## src/rtl/lpht_pkg.sv

```systemverilog
package lpht_pkg;

    // Field widths of the stream words.
    localparam int REQ_W      = 2;
    localparam int KEY_W      = 32;
    localparam int VALUE_W    = 32;
    localparam int HOME_W     = 8;
    localparam int STATUS_W   = 2;
    localparam int SLOT_OUT_W = 8;
    localparam int USED_W     = 8;

    localparam int S_TDATA_W = 72;
    localparam int S_TUSER_W = REQ_W;
    localparam int M_TDATA_W = 88;

    // Request operations.
    localparam logic [REQ_W-1:0] OP_PUT = 2'd0;
    localparam logic [REQ_W-1:0] OP_GET = 2'd1;
    localparam logic [REQ_W-1:0] OP_POP = 2'd2;

    // Result status codes.
    localparam logic [STATUS_W-1:0] ST_OK       = 2'd0;
    localparam logic [STATUS_W-1:0] ST_INVALID  = 2'd1;
    localparam logic [STATUS_W-1:0] ST_NOTFOUND = 2'd2;
    localparam logic [STATUS_W-1:0] ST_FULL     = 2'd3;

    typedef enum logic [2:0] {
        S_CLEAR,
        S_IDLE,
        S_CHECK,
        S_PROBE,
        S_SHIFT,
        S_FINISH,
        S_DONE
    } lpht_state_t;

    typedef struct packed {
        logic                load_req;
        logic                home_sub;
        logic                start_probe;
        logic                advance;
        logic                step_clr;
        logic                set_status;
        logic [STATUS_W-1:0] status;
        logic                mark_slot;
        logic                take_val;
        logic                take_key;
        logic                write_entry;
        logic                move_entry;
        logic                set_hole;
        logic                clear_hole;
        logic                clear_write;
        logic                cnt_inc;
        logic                cnt_dec;
        logic                out_load;
    } lpht_cmd_t;

    typedef struct packed {
        logic [REQ_W-1:0] op;
        logic             key_zero;
        logic             value_zero;
        logic             load_full;
        logic             home_ge;
        logic             rd_empty;
        logic             rd_match;
        logic             step_last;
        logic             clr_last;
        logic             out_free;
    } lpht_stat_t;

endpackage

```

## src/rtl/lpht_ctrl.sv

```systemverilog
module lpht_ctrl (
    input  logic                   clk,
    input  logic                   rst_n,
    input  logic                   s_tvalid,
    output logic                   s_tready,
    input  lpht_pkg::lpht_stat_t   stat,
    output lpht_pkg::lpht_cmd_t    cmd
);

    lpht_pkg::lpht_state_t state_reg;
    lpht_pkg::lpht_state_t state_next;

    always_ff @(posedge clk or negedge rst_n)
    begin
        if (!rst_n)
        begin
            state_reg <= lpht_pkg::S_CLEAR;
        end
        else
        begin
            state_reg <= state_next;
        end
    end

    always_comb
    begin
        cmd        = '0;
        state_next = state_reg;
        s_tready   = 1'b0;
        case (state_reg)
            lpht_pkg::S_CLEAR:
            begin
                cmd.clear_write = 1'b1;
                if (stat.clr_last)
                begin
                    state_next = lpht_pkg::S_IDLE;
                end
            end
            lpht_pkg::S_IDLE:
            begin
                s_tready = 1'b1;
                if (s_tvalid)
                begin
                    cmd.load_req = 1'b1;
                    state_next   = lpht_pkg::S_CHECK;
                end
            end
            lpht_pkg::S_CHECK:
            begin
                if (!(stat.op inside {lpht_pkg::OP_PUT, lpht_pkg::OP_GET, lpht_pkg::OP_POP}))
                begin
                    cmd.set_status = 1'b1;
                    cmd.status     = lpht_pkg::ST_INVALID;
                    state_next     = lpht_pkg::S_DONE;
                end
                else if (stat.op == lpht_pkg::OP_PUT && (stat.key_zero || stat.value_zero))
                begin
                    cmd.set_status = 1'b1;
                    cmd.status     = lpht_pkg::ST_INVALID;
                    state_next     = lpht_pkg::S_DONE;
                end
                else if (stat.op == lpht_pkg::OP_PUT && stat.load_full)
                begin
                    cmd.set_status = 1'b1;
                    cmd.status     = lpht_pkg::ST_FULL;
                    state_next     = lpht_pkg::S_DONE;
                end
                else if (stat.home_ge)
                begin
                    // Reduce the home slot into range one subtraction a cycle.
                    cmd.home_sub = 1'b1;
                end
                else
                begin
                    cmd.start_probe = 1'b1;
                    state_next      = lpht_pkg::S_PROBE;
                end
            end
            lpht_pkg::S_PROBE:
            begin
                if (stat.rd_empty)
                begin
                    if (stat.op == lpht_pkg::OP_PUT)
                    begin
                        cmd.write_entry = 1'b1;
                        cmd.mark_slot   = 1'b1;
                        cmd.cnt_inc     = 1'b1;
                    end
                    else
                    begin
                        cmd.set_status = 1'b1;
                        cmd.status     = lpht_pkg::ST_NOTFOUND;
                    end
                    state_next = lpht_pkg::S_DONE;
                end
                else if (stat.op != lpht_pkg::OP_PUT && stat.rd_match)
                begin
                    cmd.mark_slot = 1'b1;
                    cmd.take_val  = 1'b1;
                    if (stat.op == lpht_pkg::OP_POP)
                    begin
                        cmd.set_hole = 1'b1;
                        cmd.cnt_dec  = 1'b1;
                        cmd.advance  = 1'b1;
                        cmd.step_clr = 1'b1;
                        state_next   = lpht_pkg::S_SHIFT;
                    end
                    else
                    begin
                        state_next = lpht_pkg::S_DONE;
                    end
                end
                else if (stat.step_last)
                begin
                    cmd.set_status = 1'b1;
                    cmd.status     = (stat.op == lpht_pkg::OP_PUT) ? lpht_pkg::ST_FULL
                                                                   : lpht_pkg::ST_NOTFOUND;
                    state_next     = lpht_pkg::S_DONE;
                end
                else
                begin
                    cmd.advance = 1'b1;
                end
            end
            lpht_pkg::S_SHIFT:
            begin
                if (stat.rd_empty)
                begin
                    state_next = lpht_pkg::S_FINISH;
                end
                else
                begin
                    // A later entry with the same key moves back into the hole.
                    if (stat.rd_match)
                    begin
                        cmd.move_entry = 1'b1;
                        cmd.take_val   = 1'b1;
                    end
                    if (stat.step_last)
                    begin
                        state_next = lpht_pkg::S_FINISH;
                    end
                    else
                    begin
                        cmd.advance = 1'b1;
                    end
                end
            end
            lpht_pkg::S_FINISH:
            begin
                cmd.clear_hole = 1'b1;
                cmd.take_key   = 1'b1;
                state_next     = lpht_pkg::S_DONE;
            end
            lpht_pkg::S_DONE:
            begin
                if (stat.out_free)
                begin
                    cmd.out_load = 1'b1;
                    state_next   = lpht_pkg::S_IDLE;
                end
            end
            default:
            begin
                state_next = lpht_pkg::S_IDLE;
            end
        endcase
    end

endmodule

```

## config.mk

```make
export PLATFORM = sky130hd
export DESIGN_NAME = lpht_ctrl
export DESIGN_NICKNAME = d
export VERILOG_FILES = /design/src/rtl/lpht_pkg.sv /design/src/rtl/lpht_ctrl.sv
export SDC_FILE = /design/constraint.sdc
export NUM_CORES = 1
export LEC_CHECK = 0
export BUFFER_PORTS_ARGS = -buffer_cell sky130_fd_sc_hd__clkbuf_2
export CAP_MARGIN = 5
export CORE_MARGIN = 1.5
export CORE_UTILIZATION = 38
export DETAILED_ROUTE_END_ITERATION = 8
export GPL_ROUTABILITY_DRIVEN = 1
export PLACE_DENSITY = 0.83
export SYNTH_ARGS = -nofsm -noshare
export SYNTH_HDL_FRONTEND = slang
export SYNTH_SLANG_ARGS = --single-unit
```

## constraint.sdc

```tcl
create_clock -name clk -period 1.8 [get_ports clk]
set_clock_uncertainty 0.15 [all_clocks]
set_input_delay 0.18 -clock clk [delete_from_list [all_inputs] [get_ports clk]]
set_output_delay 0.18 -clock clk [all_outputs]
set_load 0.03 [all_outputs]
```

==> run summary, run 1 <==
From left edge to right edge, the die measures 41.45 µm. The floorplan step defined a die boundary enclosing 0.001718 mm². The setup check on the worst reg-to-reg path leaves a slack of -0.12 ns. The routed via count came out at 834. The average size of a mapped cell came out at 6.851 µm². The static leakage power is 0.4746 nW. The max-slew violation count came to 0. The biggest area contributor in the post-synthesis netlist is sky130_fd_sc_hd__dfrtp_1. The peak clock frequency supported by timing came out at roughly 0.52 GHz. The flip-flop count of the largest register, all copies and words added is 3. The number of instances in the synthesized netlist came out at 82. The number of synthesis warnings came out at 0. Counting tap cells, the placed design contains a total of ~130 instances. The effective utilization at floorplan is 42.12%.

The core region is 0.001334 mm². The worst path required time is approximately 1.5 ns. The synthesized netlist contains 32 unique library cells.

The floorplan has 13 rows. The routed length per placed instance is about 17 µm. The cell area after placement came out at 733.2 µm². The startpoint identified for the worst register-to-register timing path is state_reg[2]$_DFFE_PN0P_.

The number of sinks handled by clock tree synthesis is 3. The all-layer global routing usage came out at 20.36%. The final core utilization is between 70% and 80%. The layout has 83 filler cells. The finished cells cover 0.001045 mm².

The routed wire length is approximately 2300 µm. The number of nets in the synthesized netlist is 98. The clock edge transition at the registers on the reported setup and hold paths came out at approximately 0.04 ns.

The sequential fraction of design power is 9.3%. The number of port buffers is 33. The transition time at the pin with the least slew margin is 0.3540 ns. In this run the power density over the cells is ~1700 mW/mm². Setup repair after global routing could not meet its margin everywhere. The source of the critical timing path is state_reg[2]$_DFFE_PN0P_. The checks that failed: setup timing. The maximum number of buffers from clock root to sink came out at 2. The fraction of power consumed by the clock network came out at under 10%.

The combinational group share of total power came out at 84.2%. The worst setup path is launched from a flip-flop. The worst setup path is captured at an output pin. The post-route netlist has around three fifths of its cells at a drive strength greater than 1. Across all setup checks in the final design, the least slack found is -0.1416 ns. The run finished, with violations left.

The proportion of synthesized flip-flops having asynchronous set or reset came out at 100.0%. The number of flops mapped to enable cells by yosys came out at 0. The initial antenna violation count came out at 0. Synthesis inferred 3 register bits. The total standard cell area after synthesis came out at 561.8 µm². The total internal power is 0.8725 mW.

In this run the tightest slew margin relative to its limit is 76.21%. The via density per instance came out at 5.915. The post-route minimum period is 1.942 ns. In this run the remaining antenna-violating nets after routing total 0.

The top cell type's share of synthesized area is 13.36%. The global-route wire length before repair came out at 2849 µm. The congestion estimate from routability-driven global placement came to 0.8886.

The first-pass detailed-route iteration total came out at 4. The clock tree from TritonCTS is yes. The final net count is 143. The number of buffers created by CTS came out at 3.

Compared with the post-synthesis result, the final layout area differs by 85.97%. The critical path in this run is classified as flip-flop to output pin. The violation count after the first detailed-route iteration came out at 24.

The total number of H-tree levels came out at 1. The number of hold violations in the final report is 0. The via count of the first global-routing pass came out at around 710. The total half-perimeter wirelength after legalization and detailed placement is 1208 µm. IR analysis of the VDD net gives a maximum drop of 1.036 mV. Dividing the final minimum period by the clock period gives 107.9%.

Setup violations remaining at the end of the flow were counted as 10. Global routing finished with a remaining overflow of 0. The largest fanout on the critical path is 4.

Among all flip-flop cells after synthesis, the most frequent one is sky130_fd_sc_hd__dfrtp_1. The number of max-capacitance violations reported is 0. The endpoint identified for the worst register-to-register timing path is state_reg[0]$_DFFE_PN0P_.

Yosys attributes the largest share of cell area to sky130_fd_sc_hd__dfrtp_1 (13%), sky130_fd_sc_hd__a21oi_1 (7.1%), sky130_fd_sc_hd__buf_4 (5.3%). The antenna diode count is 0. The count of cells along the worst register-to-register path came out at 6. The number of I/O pins is 34. The proportion of total power due to net switching is 51.27%. The clock tree root buffer cell is sky130_fd_sc_hd__clkbuf_4. Entering global routing, the biggest net connects 18 pins. The insertion delay of the later-clocked pin in the worst-skew pair came out at 0.23 ns.

The net load switching power is ~0.92 mW. After synthesis, flip-flops and latches occupy 13.36% of the total area. The number of standard cells in the final layout excluding fillers came out at ~140.

By count the netlist is led by sky130_fd_sc_hd__a21oi_1 (8), sky130_fd_sc_hd__nand2_1 (7), sky130_fd_sc_hd__nor2_1 (7), sky130_fd_sc_hd__inv_1 (5), sky130_fd_sc_hd__buf_4 (4). The overall power after layout came out at about 1.8 mW. The summed negative setup slack over all endpoints came out at -0.6477 ns. The critical path arrival came out at between 1.5 and 2 ns.

The remaining routing DRC violations is 0. The die height came out at 41.45 µm. The worst hold path belongs to the class input pin to asynchronous set/reset pin.

In the post-synthesis netlist, the cell with the most instances is sky130_fd_sc_hd__a21oi_1.
## worst max path at each step
stage,slack (ns),cells after the start,to
2_1_floorplan,-0.0009,5,state_reg[0]$_DFFE_PN0P_
3_3_place_gp,0.03,6,state_reg[0]$_DFFE_PN0P_
3_5_place_dp,0.008,5,state_reg[0]$_DFFE_PN0P_
4_1_cts,-0.12,4,cmd[15]
5_1_grt,-0.21,5,cmd[15]
6_report,-0.14,5,cmd[15]
## per-layer routing
metal	wire (µm)	vias up	share of wire [%]	global-route usage, %
met5	0	-	0	0
met4	34	0	1.5	9.677
met3	137	4	5.9	3.913
met2	1259	47	54	37.19
met1	907	402	39	22.11
li1	-	381	-	-
## worst max-delay path, stage by stage, from the launching register on
cell and delay, ns:
sky130_fd_sc_hd__dfrtp_2 0.44, sky130_fd_sc_hd__and3b_1 0.28, sky130_fd_sc_hd__nand2_1 0.07, sky130_fd_sc_hd__a211o_1 0.33
sky130_fd_sc_hd__nand2b_1 0.10, sky130_fd_sc_hd__clkbuf_8 0.16
## power groups by stage
stage | Combinational (mW) | Clock [mW] | Sequential, mW
final | 1.51 | 0.116 | 0.166
after global routing | 1.60 | 0.128 | 0.170
after CTS | 1.11 | 0.122 | 0.145
after detailed placement | 1.01 | 0 | 0.144
after global placement | 0.987 | 0 | 0.139
after floorplan | 0.798 | 0 | 0.131
## cell type report
type                       count  area, µm²  share of cell area [%]
tap                           15      18.77                   1.796
multi-input combinational     66      540.5                   51.74
inverter                       5      21.27                   2.036
clock buffer                   4      26.28                   2.515
sequential                     3      77.57                   7.425
timing repair buffer          48      360.3                   34.49
## cell usage in the layout (no fill, tap or decap), types with 3 or more instances in the layout
cell type / instances
sky130_fd_sc_hd__a21oi_1: 6
sky130_fd_sc_hd__clkbuf_2: 24
sky130_fd_sc_hd__nand2b_1: 3
sky130_fd_sc_hd__buf_4: 12
sky130_fd_sc_hd__nand2_1: 6
sky130_fd_sc_hd__and2_1: 3
sky130_fd_sc_hd__clkbuf_8: 3
sky130_fd_sc_hd__and3_4: 3
sky130_fd_sc_hd__nor2_1: 6
sky130_fd_sc_hd__buf_6: 7
sky130_fd_sc_hd__clkbuf_4: 3
## timing repair
item | in CTS | in global routing
buffers inserted | 4 | 4
gates resized for setup | 16 | 42
setup endpoints to repair | 6 | 12
hold buffers | 1 | 0
hold endpoints to repair | 3 | 0
pin swaps | 1 | 4
## per-stage QoR
step	hold slack (ns)	setup slack [ns]
2_1_floorplan	-0.2656	-0.0008702
3_3_place_gp	-0.1702	0.02663
3_5_place_dp	-0.1717	0.008319
4_1_cts	0.1160	-0.1232
5_1_grt	0.1407	-0.2073
6_report	0.1215	-0.1416
## cell families after synthesis
| kind of cell | count (synthesis) | share of synthesized area [%] |
|---|---|---|
| AND/OR/NAND/NOR | 41 | 40.76 |
| AO/OA/AOI/OAI | 23 | 27.40 |
| buffers and inverters | 13 | 14.03 |
| flip-flops | 3 | 13.36 |
| adder cells (fa/ha/maj) | 2 | 4.454 |
Power figures use the tool's default switching activity.
==> run 2: changes to the inputs <==
--- a/config.mk
+++ b/config.mk
@@ -6,11 +6,12 @@
 export NUM_CORES = 1
 export LEC_CHECK = 0
 export BUFFER_PORTS_ARGS = -buffer_cell sky130_fd_sc_hd__clkbuf_2
-export CAP_MARGIN = 5
+export CAP_MARGIN = 20
 export CORE_MARGIN = 1.5
 export CORE_UTILIZATION = 38
 export DETAILED_ROUTE_END_ITERATION = 8
 export GPL_ROUTABILITY_DRIVEN = 1
+export MAX_ROUTING_LAYER = met4
 export PLACE_DENSITY = 0.83
 export SYNTH_ARGS = -nofsm -noshare
 export SYNTH_HDL_FRONTEND = slang
==> run 2 against run 1 <==
  * The flow still finishes with violations (setup timing)
  * Final area stayed put
  * Wire length barely moved
  * Via count rose by 0.12%
  * Utilization unchanged
  * Register-to-register slack about the same
  * Non-clock buffer count did not move
  * Combinational power hardly changed
  * Critical path type unchanged
  * Highest routed layer unchanged
==> run summary, run 2 (synthesis gave the netlist of run 1 again) <==
Leaving out fill and tap cells, the most frequent cells in the layout are sky130_fd_sc_hd__clkbuf_2 (24), sky130_fd_sc_hd__buf_4 (12), sky130_fd_sc_hd__buf_6 (7). The number of buffers created by CTS is 3. The source of the worst register-to-register timing path is state_reg[2]$_DFFE_PN0P_. The share of layout cells above drive strength 1 came out at about three fifths. The total half-perimeter wirelength after legalization and detailed placement is between 1000 and 1500 µm. The post-synthesis to final-layout area growth came out at 85.97%.

The path class of the tightest hold or removal check is input pin to asynchronous set/reset pin. The source of the critical timing path is state_reg[2]$_DFFE_PN0P_. The run finished, with violations left. The later pin in the worst-skew pair is clocked with a latency of around 0.23 ns. The number of port buffers came out at 33. The via density per instance came out at 5.922. The area enclosed by the die boundary came out at 0.001718 mm². The effective utilization at floorplan came out at 42.12%. The type of destination of the critical path is an output pin.

In this run the deepest clock path goes through 2 buffers. Headroom to the max-slew limit came out at 76.21%. For the worst setup path, the data arrival time is 1.61 ns. The routed design has roughly 2300 µm of wire. The flip-flop count of the largest register, all copies and words added is 3. Setup violations remaining at the end of the flow were counted as 10. The maximum number of pins on one net before global-route repair is 18. The die height is between 40 and 50 µm. The checks that failed: setup timing.

The residual overflow from global routing is 0. Setup repair after global routing could not meet its margin everywhere. For the pin with the worst max-slew slack, the measured transition is 0.3540 ns. The number of I/O pins is 34. The total number of placement rows is 13. The total number of H-tree levels came out at 1.

The summed negative setup slack over all endpoints came out at -0.6515 ns. The fraction of power consumed by the clock network is between 6 and 7%. The worst path required time came out at 1.47 ns. The overall power after layout came out at 1.791 mW. The final net count is 143. Of the available clock period, the critical path in the final layout requires 107.9%. The clock tree root buffer cell is sky130_fd_sc_hd__clkbuf_4. The static leakage power is 0.4746 nW. The final core utilization is 78.33%.

The post-route minimum period came out at roughly 2 ns. The most common library cell in the layout ignoring fill and taps is sky130_fd_sc_hd__clkbuf_2. The proportion of total power due to net switching is 51.28%. The max-slew violation count is 0. The total internal power came out at 0.8725 mW. The via count of the first global-routing pass came out at 715.

The sequential fraction of design power is 9.3%. The routed length per placed instance came out at roughly 17 µm. The routed via count is 835. For this design the total switching power over the nets is 0.9184 mW. The floorplan die width came out at roughly 41 µm. The worst setup path is of the flip-flop to output pin kind. The initial antenna violation count is 0.

The all-layer global routing usage is 20.83%. Timing would allow up to between 0.5 and 0.6 GHz. At the placement stage, the worst setup path has a slack of 0.008319 ns. The area inside the core boundary is 0.001334 mm². The last weighted congestion value of the routability-driven placer is 0.9035.

The repair_antennas step left the layout with diodes totalling 0. The remaining routing DRC violations is 0. TritonCTS built the clock tree. STA classifies the critical path startpoint as a flip-flop. The number of fill cells in the layout is 83. The number of hold violations in the final report is 0. The global-route wire length before repair came out at 2835 µm. The clock edge transition at the registers on the reported setup and hold paths came out at 0.04 ns. The number of max-capacitance violations reported came out at 0. The slack of the critical path came out at -0.1420 ns. The number of sinks handled by clock tree synthesis came out at 3. The maximum resistive drop on vdd came out at 1.036 mV. For this block, the initial DRC count from the detailed router was 24. The share of total power dissipated in combinational logic is 84.2%.

The count of nets left with antenna violations after detail routing came out at 0. In this run the power density over the cells is 1714 mW/mm². The pre-antenna-repair detailed-routing pass consisted of 4 iterations. The largest fanout on the critical path came out at 4.
[run 2: cell counts in the layout (fill, tap and decap cells not counted)]
No cell type changed its count.
[run 2: per-layer routing]
layer | up-vias | part of all wire, % | track usage, %
li1 | 381 | - | -
met1 | 403 | 39 | 22.11
met2 | 47 | 54 | 37.19
met3 | 4 | 5.4 | 3.478
met4 | 0 | 1.5 | 9.677
met5 | - | 0 | -
[run 2: cell type report]
cell class | instances | area, µm² | share of cell area (%)
Timing Repair Buffer | 48 | 360.3 | 34.49
Multi-Input combinational cell | 66 | 540.5 | 51.74
Tap cell | 15 | 18.77 | 1.796
Inverter | 5 | 21.27 | 2.036
Clock buffer | 4 | 26.28 | 2.515
Sequential cell | 3 | 77.57 | 7.425
[run 2: critical path, stage by stage, from the launching register on]
cell	delay (ns)
sky130_fd_sc_hd__dfrtp_2	0.44
sky130_fd_sc_hd__and3b_1	0.28
sky130_fd_sc_hd__nand2_1	0.07
sky130_fd_sc_hd__a211o_1	0.33
sky130_fd_sc_hd__nand2b_1	0.10
sky130_fd_sc_hd__clkbuf_8	0.16
[run 2: path summary, 6_finish.rpt]
| path | cells after the start | to | slack [ns] |
|---|---|---|---|
| worst max-delay path | 5 | cmd[15] | -0.14 |
| worst min-delay path | 2 | state_reg[2]$_DFFE_PN0P_ | 0.12 |
| worst max register to register | 6 | state_reg[0]$_DFFE_PN0P_ | -0.12 |
| worst min register to register | 3 | state_reg[1]$_DFFE_PN0P_ | 0.66 |
| max in group asynchronous | 2 | state_reg[1]$_DFFE_PN0P_ | 1.26 |
| min in group clk | 4 | state_reg[2]$_DFFE_PN0P_ | 0.27 |
[run 2: power groups by stage]
stage	clock, mW	combinational, mW	sequential [mW]
floorplan	0	0.798	0.131
global placement	0	0.987	0.139
detailed placement	0	1.01	0.144
CTS	0.122	1.11	0.145
global route	0.128	1.60	0.170
finish	0.116	1.51	0.166
[run 2: what timing repair did]
item / CTS / global route
setup endpoints to repair: 6 / 12
resized for setup: 16 / 42
hold buffers: 1 / 0
pin swaps: 1 / 4
hold endpoints to repair: 3 / 0
setup buffers: 4 / 4
[run 2: per-stage QoR]
step	instances	hold WS, ns	area, µm²
2_1_floorplan	82	-0.2656	564.3
3_3_place_gp	128	-0.1702	733.2
3_5_place_dp	128	-0.1717	733.2
4_1_cts	137	0.1160	855.8
5_1_grt	141	0.1407	1045
6_report	141	0.1209	1045
